==> src/sv/sst_ram.sv <==
// Generic simple dual-port RAM: one write port, one read port, registered read.
// No dependencies.
`timescale 1ns / 1ps

module sst_ram #(
    parameter int WIDTH = 8,
    parameter int DEPTH = 16
) (
    input  logic                     clk,
    input  logic                     we,
    input  logic [$clog2(DEPTH)-1:0] waddr,
    input  logic [WIDTH-1:0]         wdata,
    input  logic [$clog2(DEPTH)-1:0] raddr,
    output logic [WIDTH-1:0]         rdata
);

    logic [WIDTH-1:0] mem [DEPTH];

    always_ff @(posedge clk)
    begin
        if (we)
        begin
            mem[waddr] <= wdata;
        end
        rdata <= mem[raddr];
    end

endmodule

==> config.mk <==
export PLATFORM = sky130hd
export DESIGN_NAME = sst_ram
export DESIGN_NICKNAME = d
export VERILOG_FILES = /design/src/sv/sst_ram.sv
export SDC_FILE = /design/constraint.sdc
export NUM_CORES = 1
export LEC_CHECK = 0
export BUFFER_PORTS_ARGS = -buffer_cell sky130_fd_sc_hd__buf_2
export CORE_MARGIN = 3
export CORE_UTILIZATION = 55
export CTS_CLUSTER_DIAMETER = 100
export DETAILED_ROUTE_END_ITERATION = 10
export PLACE_DENSITY = 0.72
export SLEW_MARGIN = 10
export SYNTH_ARGS = -nofsm -noshare
export SYNTH_HDL_FRONTEND = slang
export SYNTH_SLANG_ARGS = --single-unit
export TNS_END_PERCENT = 1
==> constraint.sdc <==
create_clock -name clk -period 4.26 [get_ports clk]
set_input_delay 0 -clock clk [delete_from_list [all_inputs] [get_ports clk]]
set_output_delay 0 -clock clk [all_outputs]
set_load 0.005 [all_outputs]
# After elaboration in Yosys (flattened, before gate mapping)

Memory sizes are Yosys's and may differ from the RTL's. A register that Yosys moved wholly into a read port is not among the register bits.
Cells that the tools add are included.

Register bits after elaboration: 0
Bits in latches: 0
Memory bits (writable): 128
Bits in read-only memories: 0
Bits of input ports: 18
Output and inout bits: 8
Word-level logic and storage cells: 3
Memories: 1

Add/sub/neg operators: 0
$mul: 0
Div/mod/pow operators: 0
Magnitude comparators: 0
Equal/unequal tests: 0
Shift-type cells: 0
Mux-type cells: 2
Bitwise logic cells: 0
Reductions and logical operators: 0

Memories:

| memory | depth | bits a word | rd ports | clocked after Yosys merged registers in | wr ports | line | text |
|---|---|---|---|---|---|---|---|
| mem    | 16    | 8           | 1        | 1                                       | 1        | 17   | `logic [WIDTH-1:0] mem [DEPTH];` |

Operators with widths:

| cell    | count |
|---|---|
| $mux W1 | 2 |

# Logic depth before layout (Yosys ltp)

Gate-level depths: netlist (run 1).

Word-level depth: 2
Gate-level depth with buffers: 5
Mapped depth without buffers: 3

# Worst setup path after synthesis (run 1)

OpenSTA, ideal clock, no wires.

Path type: in2reg
Start: input waddr[2]
End: memory mem[0][0] (enable)
Library setup time: 383 ps
Data arrival time: 1110 ps
Required time: 3877 ps
Setup slack: 2767 ps
Stages: 2
Path through: or3b_2 -> nor3_1

RTL lines:

| item               | line | text |
|---|---|---|
| start: declaration | 11   | `input logic [$clog2(DEPTH)-1:0] waddr,` |
| end: declaration   | 17   |  |

Straight into the memory's write port.

# Final worst setup path (run 1)

Start: input waddr[0]
End: memory mem[0][1] (enable)

Straight into the memory's write port.

==> results of run 1 <==
metrics by stage:
stage	worst slack [ns]	utilization	std cells	power [W]	hold WS (ns)
CTS	2.75	0.674	395	0.00306	0.0225
detailed placement	2.21	0.601	355	0.00166	0.388
global route	2.63	0.677	397	0.00314	0.0662
global placement	2.25	0.601	355	0.00166	0.380
finish	2.71	0.677	397	0.00305	0.0714
floorplan	2.77	-	229	0.00161	0.0989
worst reg2reg max path, delay by kind of cell, from the launching register on:
family,cells,cell delay [ns]
multiplexers,1,0.52
AO/OA/AOI/OAI,1,0.30
AND/OR/NAND/NOR,1,0.09
flip-flops,1,0.35
layout by cell type, fill, tap and decap left out, drive strengths merged, types with 5 or more instances in the layout:
| master | n |
|---|---|
| buf | 28 |
| a22oi | 16 |
| mux4 | 32 |
| nor2 | 13 |
| nand2 | 9 |
| clkinv | 5 |
| dlygate4sd3 | 10 |
| edfxtp | 128 |
| clkbuf | 23 |
| dfxtp | 8 |
final cells by class:
class                   count  area, sq um
fillers                   571         2870
well taps                 108          135
repair buffers             38          248
multi-input cells          83         1060
clock buffers              23          447
flip-flops and latches    136         4000
clock inverters             9          125
power by group:
group	switching, W	internal (W)
sequential	0.00000918	0.00150
combinational	0.0000752	0.0000591
clock	0.000503	0.000902
total	0.000587	0.00246
cell families (layout without fill, tap and decap cells):
logic type             after synthesis  after routing  synth area share
and+or+nand+nor                     35             35            0.0318
AOI/OAI and AO/OA                   16             16            0.0233
DFF                                136            136             0.778
buffers and inverters               10             70            0.0168
muxes                               32             32             0.150
worst paths after layout:
check	slack (ns)	start	endpoint	depth (start not counted)
max reg2reg	2.88	mem[1][3]	rdata[3]	3
min reg2reg	0.67	mem[14][1]	rdata[1]	3
min	0.07	waddr[1]	mem[4][5]	3
max	2.71	waddr[0]	mem[0][1]	4
repair_timing:
item                                   4_1_cts  5_1_grt
gates resized for setup                      0        0
hold buffers                                 8        2
buffers inserted                             0        0
endpoints found under the hold margin      128        8
state kept, by name, indices dropped and copies added (netlist names):
register and flops:
mem 128, rdata 8
per-layer routing:
layer | global-route usage | part of all wire
met5 | 0 | 0
met4 | 0.0707 | 0.011
met3 | 0.0609 | 0.081
met2 | 0.302 | 0.48
met1 | 0.300 | 0.43
==> results_dict.tcl, run 1 <==
set metrics [dict create \
    dp.final_hpwl_microns 5640 \
    cp.arrival_ns 1.70 \
    drtIter0Drc 213 \
    clock-sinks 136 \
    cellPowerDensity_nw_per_um2 506 \
    finalSetupTns_ns 0 \
    area_delta_synth_final_pct 17.0 \
    drv_cap 0 \
    relSlewSlack 0.307 \
    synth_edf_count 128 \
    core_region_area_sq_um 8890 \
    crit_fanout 8 \
    yosysTopAreaCell "edfxtp_1" \
    ys_seq_elements 136 \
    synthesis.nets 247 \
    cp_top_family "buffers and inverters" \
    chipWidth_microns 103 \
    cts_tree "done" \
    critPathKind "input pin to flop" \
    finalSetupViolations 0 \
    netlist_top_cells_count "edfxtp_1 (128), mux4_2 (18), a22oi_1 (16), mux4_1 (14), nor2_1 (13)" \
    status "finished, final reports clean" \
    place.gp.congestion 0.781 \
    gr-total-overflow 0 \
    wl_per_cell_microns 24.2 \
    synthTopCellsByArea "edfxtp_1 (75%), mux4_2 (7.9%), mux4_1 (7.1%)" \
    ys_async_sr_fraction 0 \
    syn_area_sq_um 5150 \
    fmax_mhz 646 \
    syn_inst 229 \
    drt_drc_violations_left 0 \
    yosysSeqAreaShare 0.778 \
    grt_pass1_wl_microns 14700 \
    io_pins 26 \
    tightest_slew_ns 1.04 \
    yosysMostFrequentCell "edfxtp_1" \
    crit_buf_inv 3 \
    placed_cell_area_sq_um 5340 \
    clk_pin_slew_ns 0.06 \
    hold_viol 0 \
    io_buffers 25 \
    start_kind "input pin" \
    syn_avg_cell_area_sq_um 22.5 \
    numCtsBuffers 17 \
    dieArea_sq_um 10600 \
    htreeDepth 4 \
    peakVddDrop_uv 285 \
    clock-skew-final_ns 0.00876 \
    hold_class "input pin to flop" \
    rows 34 \
    p_leak_nw 2.03 \
    clk_latency_ns 0.51 \
    crit_path_top_delay_cell "dlygate4sd3_1" \
    viasPerCell 6.11 \
    dominantRegCellSynth "edfxtp_1" \
    antenna_left 0 \
    grt_max_degree 33 \
    drive_gt1_frac 0.256 \
    diodes 0 \
    fin_nets 294 \
    cts_root_buf "clkbuf_8" \
    cp_slowest_stage_delay_ns 0.86 \
    start_util 0.579 \
    synth_top_area_frac 0.747 \
    synth.distinct_cells 19 \
    ys_warn_count 0 \
    antenna_found_initial 0 \
    vias 2427 \
    finalCritPeriodShare 0.363 \
    final_area_sq_um 6020 \
    ctsLongestPathBuffers 2 \
    die_h_microns 103 \
    fin_crit_ns 1.55 \
    slew_violations 0 \
    end_kind "flop" \
    drtPass1Iterations 4 \
    globalRouteTotalUtil 0.205 \
    rsz0062_at_grt "false" \
    first_global_vias 2482 \
    cp_cell_sequence "dlygate4sd3_1 -> buf_2 -> nor3_2 -> dlygate4sd3_1" \
    wl_microns 9610 \
    cp_common_cell "dlygate4sd3_1" \
    required_ns 4.41 \
]
Power figures use the tool's default switching activity.
==> run 2, diff against run 1 <==
ABC_AREA = 1   (was unset)
PLACE_DENSITY = 0.71   (was 0.72)
clock period = 1.45 ns   (was 4.26 ns; I/O delays follow)
==> run 2 against run 1 <==
Net effect:
- hold slack gained 0.040 ns
- critical path type is now flop to flop
- final cell count grew 90%
- total power increased to 3.2 times the previous value
- sequential cell count stayed put
==> results_dict.tcl, run 2 <==
set metrics [dict create \
    status "finished, final reports clean" \
    drtIter0Drc 367 \
    hold_viol 0 \
    io_buffers 25 \
    dominantRegCellSynth "edfxtp_1" \
    viasPerCell 5.28 \
    synthesis.nets 569 \
    syn_avg_cell_area_sq_um 10.5 \
    relSlewSlack 0.726 \
    synthTopCellsByArea "edfxtp_1 (67%), nand2_1 (11%), nand3_1 (8.4%)" \
    crit_fanout 1 \
    synth.distinct_cells 12 \
    peakVddDrop_uv 864 \
    wl_per_cell_microns 17.4 \
    place.gp.congestion 0.847 \
    globalRouteTotalUtil 0.248 \
    first_global_vias 3827 \
    clock-skew-final_ns 0.00607 \
    yosysSeqAreaShare 0.694 \
    ys_async_sr_fraction 0 \
    vias 3978 \
    final_cell_mix "nand2_1 (173), edfxtp_1 (128), inv_1 (100)" \
    syn_area_sq_um 5770 \
    cellPowerDensity_nw_per_um2 1400 \
    cp_slowest_stage_delay_ns 0.38 \
    drt_drc_violations_left 0 \
    netlist_top_cells_count "nand2_1 (173), edfxtp_1 (128), inv_1 (100), nand3_1 (97), nor2_1 (17)" \
    numCtsBuffers 17 \
    use_met3 0.0758 \
    required_ns 1.87 \
    wl_microns 13100 \
    p_leak_nw 3.02 \
    ys_warn_count 0 \
    finalSetupTns_ns 0 \
    final_area_sq_um 6890 \
    layout_commonest_cell "nand2_1" \
    area_delta_synth_final_pct 19.5 \
    clk_pin_slew_ns 0.06 \
    end_kind "flop" \
    largest_reg_flops 128 \
    diodes 0 \
    chipWidth_microns 108 \
    dieArea_sq_um 11700 \
    top_usage_layer "met2" \
    cts_tree "done" \
    drtPass1Iterations 5 \
    fmax_mhz 934 \
    grt_pass1_wl_microns 20900 \
    crit_path_top_delay_cell "edfxtp_1" \
    fin_crit_ns 1.07 \
    drv_cap 0 \
    slew_violations 0 \
    ys_seq_elements 136 \
    rsz0062_at_grt "false" \
    cp_common_cell "nand3_1" \
    clock-sinks 136 \
    synth_top_area_frac 0.667 \
    cts_root_buf "clkbuf_8" \
    finalCritPeriodShare 0.739 \
    hold_class "input pin to flop" \
    ctsLongestPathBuffers 2 \
    cp_top_family "simple AND/OR/NAND/NOR gates" \
    start_kind "flop" \
    dp.final_hpwl_microns 7990 \
    start_util 0.577 \
    grt_util_met1 0.336 \
    syn_inst 551 \
    gr-total-overflow 0 \
    antenna_left 0 \
    fin_nets 626 \
    antenna_found_initial 0 \
    cp_cell_sequence "inv_1 -> nand2_1 -> nand3_1 -> nand3_1 -> nand3_1 -> nand2_1" \
    rows 36 \
    critPathKind "flop to flop" \
    cts_resized 0 \
    die_h_microns 108 \
    io_pins 26 \
    synth_edf_count 128 \
    tightest_slew_ns 0.411 \
    placed_cell_area_sq_um 6140 \
    clk_latency_ns 0.53 \
    htreeDepth 4 \
    crit_buf_inv 1 \
    yosysTopAreaCell "edfxtp_1" \
    postCtsSetupBuffers 0 \
    grt_max_degree 56 \
    cp.arrival_ns 1.49 \
    drive_gt1_frac 0.135 \
    regMostFlops "mem" \
    reg_top3 "mem: 128 flops, rdata: 8 flops" \
    core_region_area_sq_um 10000 \
    fin_util 0.689 \
    finalSetupViolations 0 \
    yosysMostFrequentCell "nand2_1" \
    grt_util_met2 0.384 \
]
[run 2: changes by cell type after synthesis, moves of 2 or more]
cell,delta
nand2_1,+164
inv_1,+100
nand3_1,+96
mux4_2,-18
a22oi_1,-16
mux4_1,-14
buf_2,+10
nor2_1,+4
nor3_1,-4
buf_4,+3
buf_6,+3
clkdlybuf4s25_2,-3
inv_2,+2
nand2b_1,-2
[run 2: layer usage]
layer  share of wire  routed length [microns]  up-vias
li1                -                        -     1889
met1            0.42                     5530     1905
met2            0.48                     6360      166
met3           0.079                     1040       18
met4           0.017                      218        0
met5               0                        0        -
[run 2: worst min-delay path, delay by kind of cell]
kind	cells	cell delay [ns]
buffers and inverters	2	0.29
and+or+nand+nor	2	0.21
[run 2: path summary, 6_finish.rpt]
kind	from	depth (start not counted)	end	slack, ns
max	mem[0][5]	6	rdata[5]	0.38
min	we	4	mem[1][2]	0.11
max reg2reg	mem[0][5]	6	rdata[5]	0.38
min reg2reg	mem[10][3]	6	rdata[3]	0.68
[run 2: power by group]
| group | leakage (nW) | switching, W | internal (W) | total [W] |
|---|---|---|---|---|
| logic | 1.49 | 0.000386 | 0.000195 | 0.000581 |
| registers | 1.22 | 0.0000274 | 0.00439 | 0.00442 |
| clock network | 0.302 | 0.00163 | 0.00303 | 0.00465 |
| total | 3.02 | 0.00204 | 0.00762 | 0.00965 |
[run 2: cell type report]
class	count	area [sq um]
Timing Repair Buffer	62	480
Clock buffer	18	428
Tap cell	133	166
Sequential cell	136	4000
Inverter	102	383
Clock inverter	14	219
Fill cell	760	3110
Multi-Input combinational cell	289	1210
[run 2: cells by family after synthesis]
group | Yosys count | share of synthesized area
flip-flops | 136 | 0.694
AND/OR/NAND/NOR | 289 | 0.210
buffers and inverters | 126 | 0.0952
[run 2: repair_timing]
| item | CTS | global route |
|---|---|---|
| hold buffers | 11 | 0 |
| setup endpoints to repair | 0 | 0 |
| endpoints found under the hold margin | 136 | 0 |
[run 2: through the flow]
stage               worst slack, ns  hold slack (ns)  total power [W]  std cells
floorplan                     0.499           0.0989          0.00481        551
global placement              0.329            0.368          0.00504        711
detailed placement            0.327            0.369          0.00506        711
CTS                           0.394           0.0815          0.00970        754
global route                  0.286            0.110          0.00996        754
finish                        0.379            0.111          0.00965        754
