[src/sv/sst_pkg.sv]
// Package for the sparse set table: sizes, request codes, result codes and the
// memory request structs shared by the sequencer and the top level.
// No dependencies.
`timescale 1ns / 1ps

package sst_pkg;

    localparam int ID_SPACE      = 1024;
    localparam int CAPACITY      = 256;
    localparam int PAYLOAD_WIDTH = 32;

    localparam int OPCODE_W = 2;
    localparam int ID_W     = 10;
    localparam int WDATA_W  = 32;
    localparam int STATUS_W = 3;
    localparam int RDATA_W  = 32;
    localparam int COUNT_W  = 9;

    localparam int MAP_AW  = $clog2(ID_SPACE);
    localparam int SLOT_W  = $clog2(CAPACITY);
    localparam int CNT_W   = $clog2(CAPACITY + 1);
    localparam int MAP_W   = SLOT_W + 1;
    localparam int DENSE_W = MAP_AW + PAYLOAD_WIDTH;

    localparam int IN_TDATA_W  = 48;
    localparam int OUT_TDATA_W = 48;

    localparam logic [OPCODE_W-1:0] OP_INSERT = 2'd0;
    localparam logic [OPCODE_W-1:0] OP_GET    = 2'd1;
    localparam logic [OPCODE_W-1:0] OP_DELETE = 2'd2;
    localparam logic [OPCODE_W-1:0] OP_UNUSED = 2'd3;

    localparam logic [STATUS_W-1:0] ST_INSERTED  = 3'd0;
    localparam logic [STATUS_W-1:0] ST_UPDATED   = 3'd1;
    localparam logic [STATUS_W-1:0] ST_FOUND     = 3'd2;
    localparam logic [STATUS_W-1:0] ST_NOT_FOUND = 3'd3;
    localparam logic [STATUS_W-1:0] ST_DELETED   = 3'd4;
    localparam logic [STATUS_W-1:0] ST_FULL      = 3'd5;

    typedef struct packed {
        logic              we;
        logic [MAP_AW-1:0] waddr;
        logic [MAP_W-1:0]  wdata;
        logic [MAP_AW-1:0] raddr;
    } map_req_t;

    typedef struct packed {
        logic               we;
        logic [SLOT_W-1:0]  waddr;
        logic [DENSE_W-1:0] wdata;
        logic [SLOT_W-1:0]  raddr;
    } dense_req_t;

endpackage

[src/sv/sst_seq.sv]
// Request sequencer of the sparse set table: map clearing pass, lookup,
// read-modify-write of the map and dense memories, and the element count.
// Depends on sst_pkg.
`timescale 1ns / 1ps

module sst_seq
    import sst_pkg::*;
(
    input  logic                clk,
    input  logic                rst_n,
    input  logic                req_valid,
    output logic                req_ready,
    input  logic [OPCODE_W-1:0] req_opcode,
    input  logic [ID_W-1:0]     req_id,
    input  logic [WDATA_W-1:0]  req_wdata,
    output map_req_t            map_req,
    input  logic [MAP_W-1:0]    map_rdata,
    output dense_req_t          dense_req,
    input  logic [DENSE_W-1:0]  dense_rdata,
    input  logic                res_free,
    output logic                res_valid,
    output logic [STATUS_W-1:0] res_status,
    output logic [RDATA_W-1:0]  res_rdata,
    output logic [COUNT_W-1:0]  res_count
);

    typedef enum logic [2:0] {
        S_CLEAR,
        S_IDLE,
        S_LOOK,
        S_READ,
        S_DEL2,
        S_RESP
    } state_t;

    state_t              state_reg, state_next;
    logic [MAP_AW-1:0]   clr_addr_reg, clr_addr_next;
    logic [CNT_W-1:0]    count_reg, count_next;
    logic [OPCODE_W-1:0] op_reg;
    logic [ID_W-1:0]     id_reg;
    logic [WDATA_W-1:0]  wdata_reg;
    logic [SLOT_W-1:0]   slot_reg, slot_next;
    logic [MAP_AW-1:0]   moved_id_reg, moved_id_next;
    logic                move_reg, move_next;
    logic [STATUS_W-1:0] status_reg, status_next;
    logic [RDATA_W-1:0]  rdata_reg, rdata_next;

    logic              accept;
    logic              in_range;
    logic              hit;
    logic              full;
    logic [SLOT_W-1:0] map_slot;
    logic [SLOT_W-1:0] last_slot;

    assign accept    = req_valid && req_ready;
    assign req_ready = (state_reg == S_IDLE);
    assign res_valid = (state_reg == S_RESP) && res_free;
    assign res_status = status_reg;
    assign res_rdata  = rdata_reg;
    assign res_count  = COUNT_W'(count_reg);

    assign in_range  = (32'(id_reg) < ID_SPACE) && (op_reg != OP_UNUSED);
    assign hit       = map_rdata[SLOT_W] && in_range;
    assign map_slot  = map_rdata[SLOT_W-1:0];
    assign last_slot = SLOT_W'(count_reg - 1'b1);
    assign full      = (32'(count_reg) >= CAPACITY);

    always_comb
    begin
        state_next    = state_reg;
        clr_addr_next = clr_addr_reg;
        count_next    = count_reg;
        slot_next     = slot_reg;
        moved_id_next = moved_id_reg;
        move_next     = move_reg;
        status_next   = status_reg;
        rdata_next    = rdata_reg;

        map_req.we      = 1'b0;
        map_req.waddr   = id_reg[MAP_AW-1:0];
        map_req.wdata   = '0;
        map_req.raddr   = req_id[MAP_AW-1:0];
        dense_req.we    = 1'b0;
        dense_req.waddr = map_slot;
        dense_req.wdata = {id_reg[MAP_AW-1:0], wdata_reg[PAYLOAD_WIDTH-1:0]};
        dense_req.raddr = last_slot;

        unique case (state_reg)
            S_CLEAR:
            begin
                map_req.we    = 1'b1;
                map_req.waddr = clr_addr_reg;
                clr_addr_next = clr_addr_reg + 1'b1;
                if (32'(clr_addr_reg) == ID_SPACE - 1)
                begin
                    state_next = S_IDLE;
                end
            end
            S_IDLE:
            begin
                if (accept)
                begin
                    state_next = S_LOOK;
                end
            end
            S_LOOK:
            begin
                rdata_next = '0;
                slot_next  = map_slot;
                state_next = S_RESP;
                if (!in_range)
                begin
                    status_next = ST_NOT_FOUND;
                end
                else if (op_reg == OP_INSERT)
                begin
                    if (hit)
                    begin
                        dense_req.we = 1'b1;
                        status_next  = ST_UPDATED;
                    end
                    else if (full)
                    begin
                        status_next = ST_FULL;
                    end
                    else
                    begin
                        dense_req.we    = 1'b1;
                        dense_req.waddr = SLOT_W'(count_reg);
                        map_req.we      = 1'b1;
                        map_req.wdata   = {1'b1, SLOT_W'(count_reg)};
                        count_next      = count_reg + 1'b1;
                        status_next     = ST_INSERTED;
                    end
                end
                else if (!hit)
                begin
                    status_next = ST_NOT_FOUND;
                end
                else if (op_reg == OP_GET)
                begin
                    dense_req.raddr = map_slot;
                    status_next     = ST_FOUND;
                    state_next      = S_READ;
                end
                else
                begin
                    // The last dense entry takes the freed slot; its map link
                    // is fixed in the following cycle.
                    move_next       = (map_slot != last_slot);
                    moved_id_next   = dense_rdata[DENSE_W-1 -: MAP_AW];
                    dense_req.we    = (map_slot != last_slot);
                    dense_req.wdata = dense_rdata;
                    map_req.we      = 1'b1;
                    status_next     = ST_DELETED;
                    state_next      = S_DEL2;
                end
            end
            S_READ:
            begin
                rdata_next = RDATA_W'(dense_rdata[PAYLOAD_WIDTH-1:0]);
                state_next = S_RESP;
            end
            S_DEL2:
            begin
                map_req.we    = move_reg;
                map_req.waddr = moved_id_reg;
                map_req.wdata = {1'b1, slot_reg};
                count_next    = count_reg - 1'b1;
                state_next    = S_RESP;
            end
            S_RESP:
            begin
                if (res_free)
                begin
                    state_next = S_IDLE;
                end
            end
            default:
            begin
                state_next = S_IDLE;
            end
        endcase
    end

    always_ff @(posedge clk or negedge rst_n)
    begin
        if (!rst_n)
        begin
            state_reg    <= S_CLEAR;
            clr_addr_reg <= '0;
            count_reg    <= '0;
        end
        else
        begin
            state_reg    <= state_next;
            clr_addr_reg <= clr_addr_next;
            count_reg    <= count_next;
        end
    end

    always_ff @(posedge clk)
    begin
        if (accept)
        begin
            op_reg    <= req_opcode;
            id_reg    <= req_id;
            wdata_reg <= req_wdata;
        end
        slot_reg     <= slot_next;
        moved_id_reg <= moved_id_next;
        move_reg     <= move_next;
        status_reg   <= status_next;
        rdata_reg    <= rdata_next;
    end

`ifndef ASSERT_OFF
    a_count_bound: assert property (@(posedge clk) disable iff (!rst_n)
        32'(count_reg) <= CAPACITY)
        else $error("element count above capacity");

    a_count_step: assert property (@(posedge clk) disable iff (!rst_n)
        !$stable(count_reg) |->
            (count_reg == $past(count_reg) + 1'b1) || (count_reg == $past(count_reg) - 1'b1))
        else $error("element count moved by more than one");

    a_clear_write: assert property (@(posedge clk) disable iff (!rst_n)
        (state_reg == S_CLEAR) |-> (map_req.we && (map_req.wdata == '0)))
        else $error("map clearing pass skipped an entry");

    a_no_accept_clear: assert property (@(posedge clk) disable iff (!rst_n)
        (state_reg == S_CLEAR) |-> !req_ready)
        else $error("request taken during clearing pass");

    a_relink_valid: assert property (@(posedge clk) disable iff (!rst_n)
        (state_reg == S_DEL2 && move_reg) |-> (map_req.we && map_req.wdata[SLOT_W]))
        else $error("moved entry lost its map link");
`endif

endmodule

[config.mk]
export PLATFORM = sky130hd
export DESIGN_NAME = sst_seq
export DESIGN_NICKNAME = d
export VERILOG_FILES = /design/src/sv/sst_pkg.sv /design/src/sv/sst_seq.sv
export SDC_FILE = /design/constraint.sdc
export NUM_CORES = 1
export LEC_CHECK = 0
export ABC_AREA = 1
export BUFFER_PORTS_ARGS = -buffer_cell sky130_fd_sc_hd__buf_4
export CORE_MARGIN = 5
export CORE_UTILIZATION = 50
export CTS_CLUSTER_DIAMETER = 120
export DETAILED_ROUTE_END_ITERATION = 6
export MAX_ROUTING_LAYER = met4
export PLACE_DENSITY = 0.86
export SYNTH_ARGS = -nofsm -noshare
export SYNTH_HDL_FRONTEND = slang
export SYNTH_SLANG_ARGS = --single-unit
[constraint.sdc]
create_clock -name clk -period 9.5 [get_ports clk]
set_input_delay 0.475 -clock clk [delete_from_list [all_inputs] [get_ports clk]]
set_output_delay 0.475 -clock clk [all_outputs]
set_load 0.005 [all_outputs]
Word level (Yosys, flattened, before mapping) --
Index checks and enable logic that the tools add are counted.
Word-level totals: bits in registers 120, input port bits 99, output and inout bits 135
Cells by class: add/sub/neg operators 3, order comparisons 1, equal/unequal tests 16, mux-type cells 45, bitwise gates (word level) 2, reductions and logical operators 11
Operator list (count):
- $mux 59 | 2
- $mux 50 | 2
- $mux 9 | 9
- $pmux 32 s2 | 1
- $mux 42 | 1
- $mux 3 | 12
- $pmux 9 s2 | 2
- $mux 8 | 3
- $pmux 10 s2 | 1
- $pmux 3 s5 | 1
- $ne 2x2->1 const B | 7
- $add 10x1->10 const B | 1
- $eq 10x10->1 const B | 1
- $mux 1 | 10
- $reduce_and 5->1 | 2
- $add 9x1->9 const B | 1
- $ge 9x9->1 const B | 1
- $sub 9x1->9 const B | 1
- $ne 8x8->1 | 1
- $eq 3x2->1 const B | 2
- $eq 3x3->1 const B | 2
- $reduce_bool 2->1 | 2
- $eq 3x1->1 const B | 1
- $logic_and 1x1->1 | 3
- 8 further kinds | 9

Longest topological paths before layout --
Gate-level depths: netlist of the first run.
depth after elaboration 7, mapped depth 13, gate-level depth less buffers 12

Worst setup path after synthesis of the first run --
No wires, ideal clock.
kind register to register, from reg state_reg[2], to reg id_reg[0], enable pin, setup time 446 ps, arrival time 2709 ps, slack 6345 ps, stages on the path, launching flop included 4, buffers on the path 0, period minus slack after synthesis 3155 ps, path through dfrtp_1 > nor3_1 > inv_1 > nor2_1
Between the ends: cells in the longest elaborated chain, start to end 2
Ends and longest elaborated chain:
- start, declared | line sst_seq.sv:36 | state_t state_reg, state_next;
- start signal, assigned | line sst_seq.sv:196 | state_reg <= state_next;
- $eq 3x1->1 | line sst_seq.sv:56 | assign req_ready = (state_reg == S_IDLE);
- named net req_ready | line sst_seq.sv:12 | output logic req_ready,
- $logic_and 1x1->1 | line sst_seq.sv:55 | assign accept = req_valid && req_ready;
- named net accept | line sst_seq.sv:48 | logic accept;
- end signal, assigned | line sst_seq.sv:207 | id_reg <= req_id;
- end, declared | line sst_seq.sv:40 | logic [ID_W-1:0] id_reg;
The timed path passes the listed nets, and every way through them passes these cells. A chain may end at the register's enable or synchronous reset.

==> impl_metrics.env, run 1 <==
export IMPL_status="complete, no violations"
export IMPL_start_util=0.506
export IMPL_numCtsBuffers=17
export IMPL_io_buffers=233
export IMPL_regToRegEndpoint="state_reg[0]"
export IMPL_max_slew_margin_rel=0.264
export IMPL_coreArea_um2=11400
export IMPL_syn_area_per_cell_um2=9.40
export IMPL_worst_pin_slew_ns=1.10
export IMPL_insertion_delay_ns=0.40
export IMPL_num_antenna_cells=0
export IMPL_finalHoldViolCount=0
export IMPL_combPwrFrac=0.345
export IMPL_synth_top_cell_area_share=0.512
export IMPL_pwr_share_seq=0.369
export IMPL_grt_pass1_wl_um=27000
export IMPL_rr_worst_depth=8
export IMPL_cp_num_buf_inv=4
export IMPL_fin_hold_ws_ns=0.243
export IMPL_p_leak_uw=0.00388
export IMPL_drive_gt1_frac=0.329
export IMPL_ys_seq_area_frac=0.607
export IMPL_num_vias=5205
export IMPL_synthMuxAreaShare=0
export IMPL_via_per_inst=5.24
export IMPL_top_layer_used="met4"
export IMPL_grt_usage=0.270
export IMPL_cts_path_max_buffers=2
export IMPL_synth_compound_area_share=0.0796
export IMPL_p_sw_uw=741
export IMPL_cts_sinks=120
export IMPL_fill_cells=792
export IMPL_fin_nets=939
export IMPL_min_period_ns=4.25
export IMPL_p_clk_frac=0.286
export IMPL_finalWorstSetupSlack_ns=5.25
export IMPL_num_rows=39
export IMPL_worst_setup_path_end_kind="output pin"
export IMPL_startpoint="state_reg[2]"
export IMPL_final_max_slew_viol_count=0
export IMPL_areaGrowthSynthToFinish_pct=41.0
export IMPL_die_w_um=117
export IMPL_overflow=0
export IMPL_wire_per_inst_um=17.4
export IMPL_wl_met3_um=1680
export IMPL_fmax_mhz=236
export IMPL_synthAdderAreaFrac=0.00652
export IMPL_antenna_found_initial=0
export IMPL_wl_um=17200
export IMPL_drt_iter0_drc=499
export IMPL_syn_cell_area_um2=5750
export IMPL_synth_edf_count=98
export IMPL_path_cells="nor2_4 -> nand2_2 -> inv_1 -> nand2_2 -> buf_4 -> inv_1 -> nand2_1 -> nand2_1 -> buf_4"
export IMPL_period_share=0.447
export IMPL_pre_cts_slack_ns=5.69
export IMPL_async_flop_share=0.183
export IMPL_worst_path_dominant_cell_family="buffers and inverters"
export IMPL_synth_top_family_by_area="simple AND/OR/NAND/NOR gates"
export IMPL_synth_area_top_cells="edfxtp_1 (51%), nand2_1 (11%), dfrtp_1 (9.6%)"
export IMPL_crit_end="dense_req[45]"
export IMPL_hp_class="input port to register"
export IMPL_met2_length_um=8490
export IMPL_synth_xor_area_frac=0.0181
export IMPL_htree_levels=4
export IMPL_crit_path_max_fanout=74
export IMPL_hpwl_um=12600
export IMPL_grt_max_degree=75
export IMPL_regToRegStartpoint="state_reg[2]"
export IMPL_die_y_um=117
export IMPL_worstSetupPathType="register to output pin"
export IMPL_cp_start_kind="register"
export IMPL_skew_ns=0.00730
export IMPL_powerDensity_nw_per_um2=263
export IMPL_r2r_setup_slack_ns=6.10
export IMPL_cts_tree="built"
export IMPL_ys_types=35
export IMPL_setup_viol_count_final=0
export IMPL_required_ns=9.03
export IMPL_p_int_uw=1390
export IMPL_yosys_area_top_type="edfxtp_1"
export IMPL_io_pins=234
export IMPL_dr_pass1_iters=5
export IMPL_cts_clk_slew_worst_paths_ns=0.06
export IMPL_drt_met1_wl_um=6500
export IMPL_path_depth=9
export IMPL_peakVddDrop_uv=154
export IMPL_place_congestion=0.950
export IMPL_synthFlopType="edfxtp_1"
export IMPL_drv_cap=0
export IMPL_root_buffer="clkbuf_16"
export IMPL_slowest_stage="nor2_4"
export IMPL_critPathArrivalTime_ns=3.77
export IMPL_grt_pass1_vias=5222
export IMPL_die_area_um2=13800
export IMPL_synth_simple_area_share=0.207
export IMPL_critPathMaxStageDelay_ns=0.77
export IMPL_rsz0062_at_grt="no"
export IMPL_synth_warnings=0
export IMPL_ys_seq_elements=120
export IMPL_switching_share=0.348
export IMPL_syn_num_nets=714
export IMPL_drcViolationCount=0
export IMPL_fin_tns_setup_ns=0
export IMPL_synthesis_instances=612
export IMPL_postRouteAntennaNets=0
-- power by group through the flow --
stage	Clock, uW	Sequential, uW	Combinational, uW
3_3_place_gp	0	790	722
2_1_floorplan	0	776	378
6_report	610	787	735
3_5_place_dp	0	792	734
5_1_grt	642	801	819
4_1_cts	618	785	740
-- per-layer routing --
layer  GRT usage  vias up
met1       0.320     2434
met3      0.0756       43
met2       0.436      269
li1            -     2459
met4       0.106        0
met5           -        -
-- logic make-up (layout without fill, tap and decap cells) --
logic type,count (synthesis),count (layout)
AOI/OAI and AO/OA,83,83
adders and majority gates,3,3
DFF,120,120
buffers and inverters,109,347
and+or+nand+nor,286,286
xor gates and xnor gates,11,11
-- per-stage QoR --
step | cell area [um^2] | cells | util | total power [uW]
2_1_floorplan | 5750 | 612 | - | 1150
3_3_place_gp | 7530 | 960 | 0.662 | 1510
3_5_place_dp | 7530 | 960 | 0.662 | 1530
4_1_cts | 8110 | 993 | 0.713 | 2140
5_1_grt | 8110 | 993 | 0.713 | 2260
6_report | 8110 | 993 | 0.713 | 2130
-- final cells by class --
| cell class | count | area [um^2] | area share |
|---|---|---|---|
| clock buffers | 17 | 425 | 0.0524 |
| clock inverters | 15 | 145 | 0.0179 |
| inverters | 79 | 297 | 0.0366 |
| multi-input cells | 383 | 1800 | 0.222 |
| flip-flops and latches | 120 | 3490 | 0.431 |
| well taps | 143 | 179 | 0.0221 |
| repair buffers | 236 | 1770 | 0.219 |
-- cell usage after synthesis, types with 3 or more instances --
library cell / count
a21oi_1: 5
buf_2: 8
buf_4: 10
clkbuf_1: 8
dfrtp_1: 22
edfxtp_1: 98
ha_1: 3
inv_1: 75
inv_2: 4
nand2_1: 172
nand3_1: 34
nand4_1: 5
nor2_1: 64
nor3_1: 4
o211ai_1: 6
o21ai_0: 58
o21ai_1: 3
o22ai_1: 3
xor2_1: 10
-- what timing repair did --
| action | in CTS | in global routing |
|---|---|---|
| hold buffers | 1 | 0 |
| setup buffers | 0 | 0 |
| resized for setup | 0 | 0 |
| setup endpoints to repair | 0 | 0 |
| endpoints found under the hold margin | 22 | 0 |
-- how the worst min path moves through the flow --
stage               cells past startpoint          start              end  slack (ns)
floorplan                               0          rst_n  clr_addr_reg[0]        0.18
global placement                        1          rst_n     res_count[4]        0.39
detailed placement                      1          rst_n     res_count[4]        0.39
CTS                                     1  req_wdata[15]    wdata_reg[15]        0.23
global route                            1  req_wdata[13]    wdata_reg[13]        0.22
finish                                  1   req_wdata[1]     wdata_reg[1]        0.24
-- cells in the final DEF (no fill, tap or decap), types with 2 or more instances in the layout --
cell / Yosys / layout
inv_1: 75 / 75
nand2_1: 172 / 171
clkbuf_16: 0 / 17
o21ai_1: 3 / 3
dfrtp_1: 22 / 22
nor2_1: 64 / 63
a31oi_1: 2 / 2
inv_6: 0 / 4
nor2_4: 1 / 2
o22ai_1: 3 / 3
nand4_1: 5 / 5
xor2_1: 10 / 10
a21oi_1: 5 / 5
inv_2: 4 / 4
o21ai_0: 58 / 58
ha_1: 3 / 3
buf_4: 10 / 235
o211ai_1: 6 / 6
edfxtp_1: 98 / 98
a221o_1: 2 / 2
nor3_1: 4 / 4
clkinvlp_4: 0 / 3
nand2_2: 1 / 2
nand3_1: 34 / 34
clkinv_4: 0 / 6
-- worst register-to-register path, cell delays in order (launching register included) --
cell and delay, ns:
dfrtp_1 0.43, nor2_4 0.77, nand2_2 0.19, inv_1 0.46, nand2_2 0.07, buf_4 0.34
inv_1 0.75, nor2_1 0.09, o21a_1 0.21
Note: power is estimated with default switching activity, not from simulation.
==> run 2, diff against run 1 <==
ABC_AREA = 0   (was 1)
CORE_UTILIZATION = 44   (was 50)
PLACE_DENSITY = 0.81   (was 0.86)
clock period = 3.4 ns   (was 9.5 ns; I/O delays follow)
==> impl_metrics.env, run 2 <==
export IMPL_status="complete, no violations"
export IMPL_fin_area_um2=8760
export IMPL_regToRegStartpoint="res_count[0]"
export IMPL_place_congestion=0.948
export IMPL_peakVddDrop_uv=439
export IMPL_async_flop_share=0.183
export IMPL_postPlaceCellArea_um2=7540
export IMPL_coreArea_um2=12700
export IMPL_cts_path_max_buffers=2
export IMPL_fin_hold_ws_ns=0.0631
export IMPL_required_ns=3.23
export IMPL_r2r_setup_slack_ns=0.94
export IMPL_min_period_ns=2.99
export IMPL_drcViolationCount=0
export IMPL_grt_usage=0.235
export IMPL_worstSetupPathType="register to output pin"
export IMPL_wire_per_inst_um=18.8
export IMPL_root_buffer="clkbuf_16"
export IMPL_cts_sinks=120
export IMPL_syn_num_nets=593
export IMPL_min_to="state_reg[2]"
export IMPL_hp_start="res_free"
export IMPL_crit_path_max_fanout=13
export IMPL_fin_total_pwr_uw=5860
export IMPL_grt_pass1_wl_um=28200
export IMPL_die_y_um=124
export IMPL_antenna_found_initial=1
export IMPL_fin_tns_setup_ns=0
export IMPL_synth_edf_count=98
export IMPL_areaGrowthSynthToFinish_pct=52.2
export IMPL_via_per_inst=5.25
export IMPL_min_path_cells=4
export IMPL_die_area_um2=15500
export IMPL_finalHoldViolCount=0
export IMPL_worst_setup_path_end_kind="output pin"
export IMPL_postRouteAntennaNets=0
export IMPL_grt_pass1_vias=5251
export IMPL_io_pins=234
export IMPL_drv_cap=0
export IMPL_die_w_um=124
export IMPL_yosysMostFrequentCell="edfxtp_1"
export IMPL_insertion_delay_ns=0.42
export IMPL_start_util=0.452
export IMPL_drive_gt1_frac=0.387
export IMPL_synthTopCellsByCount="edfxtp_1 (98), nor2_1 (66), a21oi_1 (38)"
export IMPL_ys_types=50
export IMPL_final_max_slew_viol_count=0
export IMPL_layout_commonest_cell="buf_4"
export IMPL_rr_worst_depth=7
export IMPL_synthesis_instances=491
export IMPL_critPathArrivalTime_ns=2.82
export IMPL_yosys_area_top_type="edfxtp_1"
export IMPL_synth_warnings=0
export IMPL_synth_area_top_cells="edfxtp_1 (51%), dfrtp_1 (9.6%), mux2_2 (4.9%)"
export IMPL_rsz0062_at_grt="no"
export IMPL_syn_area_per_cell_um2=11.7
export IMPL_ys_seq_elements=120
export IMPL_hpwl_um=12200
export IMPL_synthFlopType="edfxtp_1"
export IMPL_syn_cell_area_um2=5750
export IMPL_setup_viol_count_final=0
export IMPL_fmax_mhz=335
export IMPL_fin_nets=871
export IMPL_stdcell_count=955
export IMPL_hp_class="input port to register"
export IMPL_dr_pass1_iters=5
export IMPL_io_buffers=233
export IMPL_cts_tree="built"
export IMPL_period_share=0.879
export IMPL_cts_clk_slew_worst_paths_ns=0.05
export IMPL_synth_top_cell_area_share=0.511
export IMPL_wl_um=17900
export IMPL_overflow=0
export IMPL_cp_start_kind="register"
export IMPL_ys_seq_area_frac=0.607
export IMPL_grt_max_degree=66
export IMPL_drt_iter0_drc=452
export IMPL_p_leak_uw=0.00376
export IMPL_worst_pin_slew_ns=1.04
export IMPL_numCtsBuffers=17
export IMPL_startpoint="res_count[0]"
export IMPL_regToRegEndpoint="move_reg"
export IMPL_layout_common_cells="buf_4 (240), edfxtp_1 (98), nor2_1 (66), dlygate4sd3_1 (64), a21oi_1 (38)"
export IMPL_skew_ns=0.00932
export IMPL_powerDensity_nw_per_um2=669
export IMPL_htree_levels=4
export IMPL_max_slew_margin_rel=0.307
export IMPL_placed_cells=858
export IMPL_num_rows=41
export IMPL_cts_setup_buffers=0
export IMPL_num_vias=5016
## run 2: changes by cell type after synthesis, sizes merged, moves of 31 or more
cell / previous run / this run
a21oi: 5 / 38
and3: 0 / 34
inv: 79 / 7
nand2: 174 / 32
nand3: 34 / 3
o21ai: 61 / 17
## run 2: timing repair
action                                 CTS  global route
setup endpoints to repair                0             1
hold buffers                            64             0
resized for setup                        0             1
endpoints found under the hold margin   85             0
## run 2: kinds of logic after synthesis
kind of cell    share of synthesized area
simple gates                        0.153
flops                               0.607
compound gates                     0.0785
buf+inv                            0.0441
mux                                0.0663
xor+xnor                           0.0441
fa+ha+maj                         0.00652
## run 2: critical path, cell delays in order (launching register included)
cell and delay [ns]:
dfrtp_1 0.61, inv_1 0.17, ha_1 0.40, xor2_1 0.18, o211ai_1 0.11, a211o_1 0.29, nor4b_2 0.34, a31oi_1 0.15
buf_4 0.15
## run 2: where the power goes
| group | leakage [uW] | switching (uW) | total (uW) | internal (uW) |
|---|---|---|---|---|
| registers | 0.00117 | 279 | 2250 | 1970 |
| logic | 0.00231 | 944 | 1890 | 949 |
| clock network | 0.000276 | 644 | 1710 | 1070 |
| total | 0.00376 | 1870 | 5860 | 3990 |
## run 2: how the worst max path moves through the flow
stage / end / slack, ns / cells past startpoint
after floorplan: id_reg[0] / 1.09 / 4
after CTS: dense_req[58] / 0.28 / 8
final: dense_req[58] / 0.41 / 8
after detailed placement: dense_req[58] / 0.75 / 8
after global routing: dense_req[58] / 0.18 / 8
after global placement: dense_req[58] / 0.93 / 8
## run 2: final cells by class
type | count | area (um^2)
diodes | 1 | 2.50
fillers | 914 | 3970
flip-flops and latches | 120 | 3490
clock buffers | 19 | 433
well taps | 172 | 215
repair buffers | 304 | 2440
clock inverters | 13 | 131
inverters | 7 | 26.3
multi-input cells | 319 | 2010
## run 2: layer usage
layer	up-vias	part of all wire	global-route usage
met5	-	0	-
met2	281	0.51	0.394
met3	47	0.066	0.0630
met4	0	0.029	0.0896
li1	2322	-	-
met1	2366	0.39	0.269
## run 2: through the flow
step / util / setup WS (ns)
2_1_floorplan: - / 1.09
5_1_grt: 0.688 / 0.180
4_1_cts: 0.688 / 0.280
3_5_place_dp: 0.593 / 0.747
3_3_place_gp: 0.593 / 0.925
6_report: 0.688 / 0.412
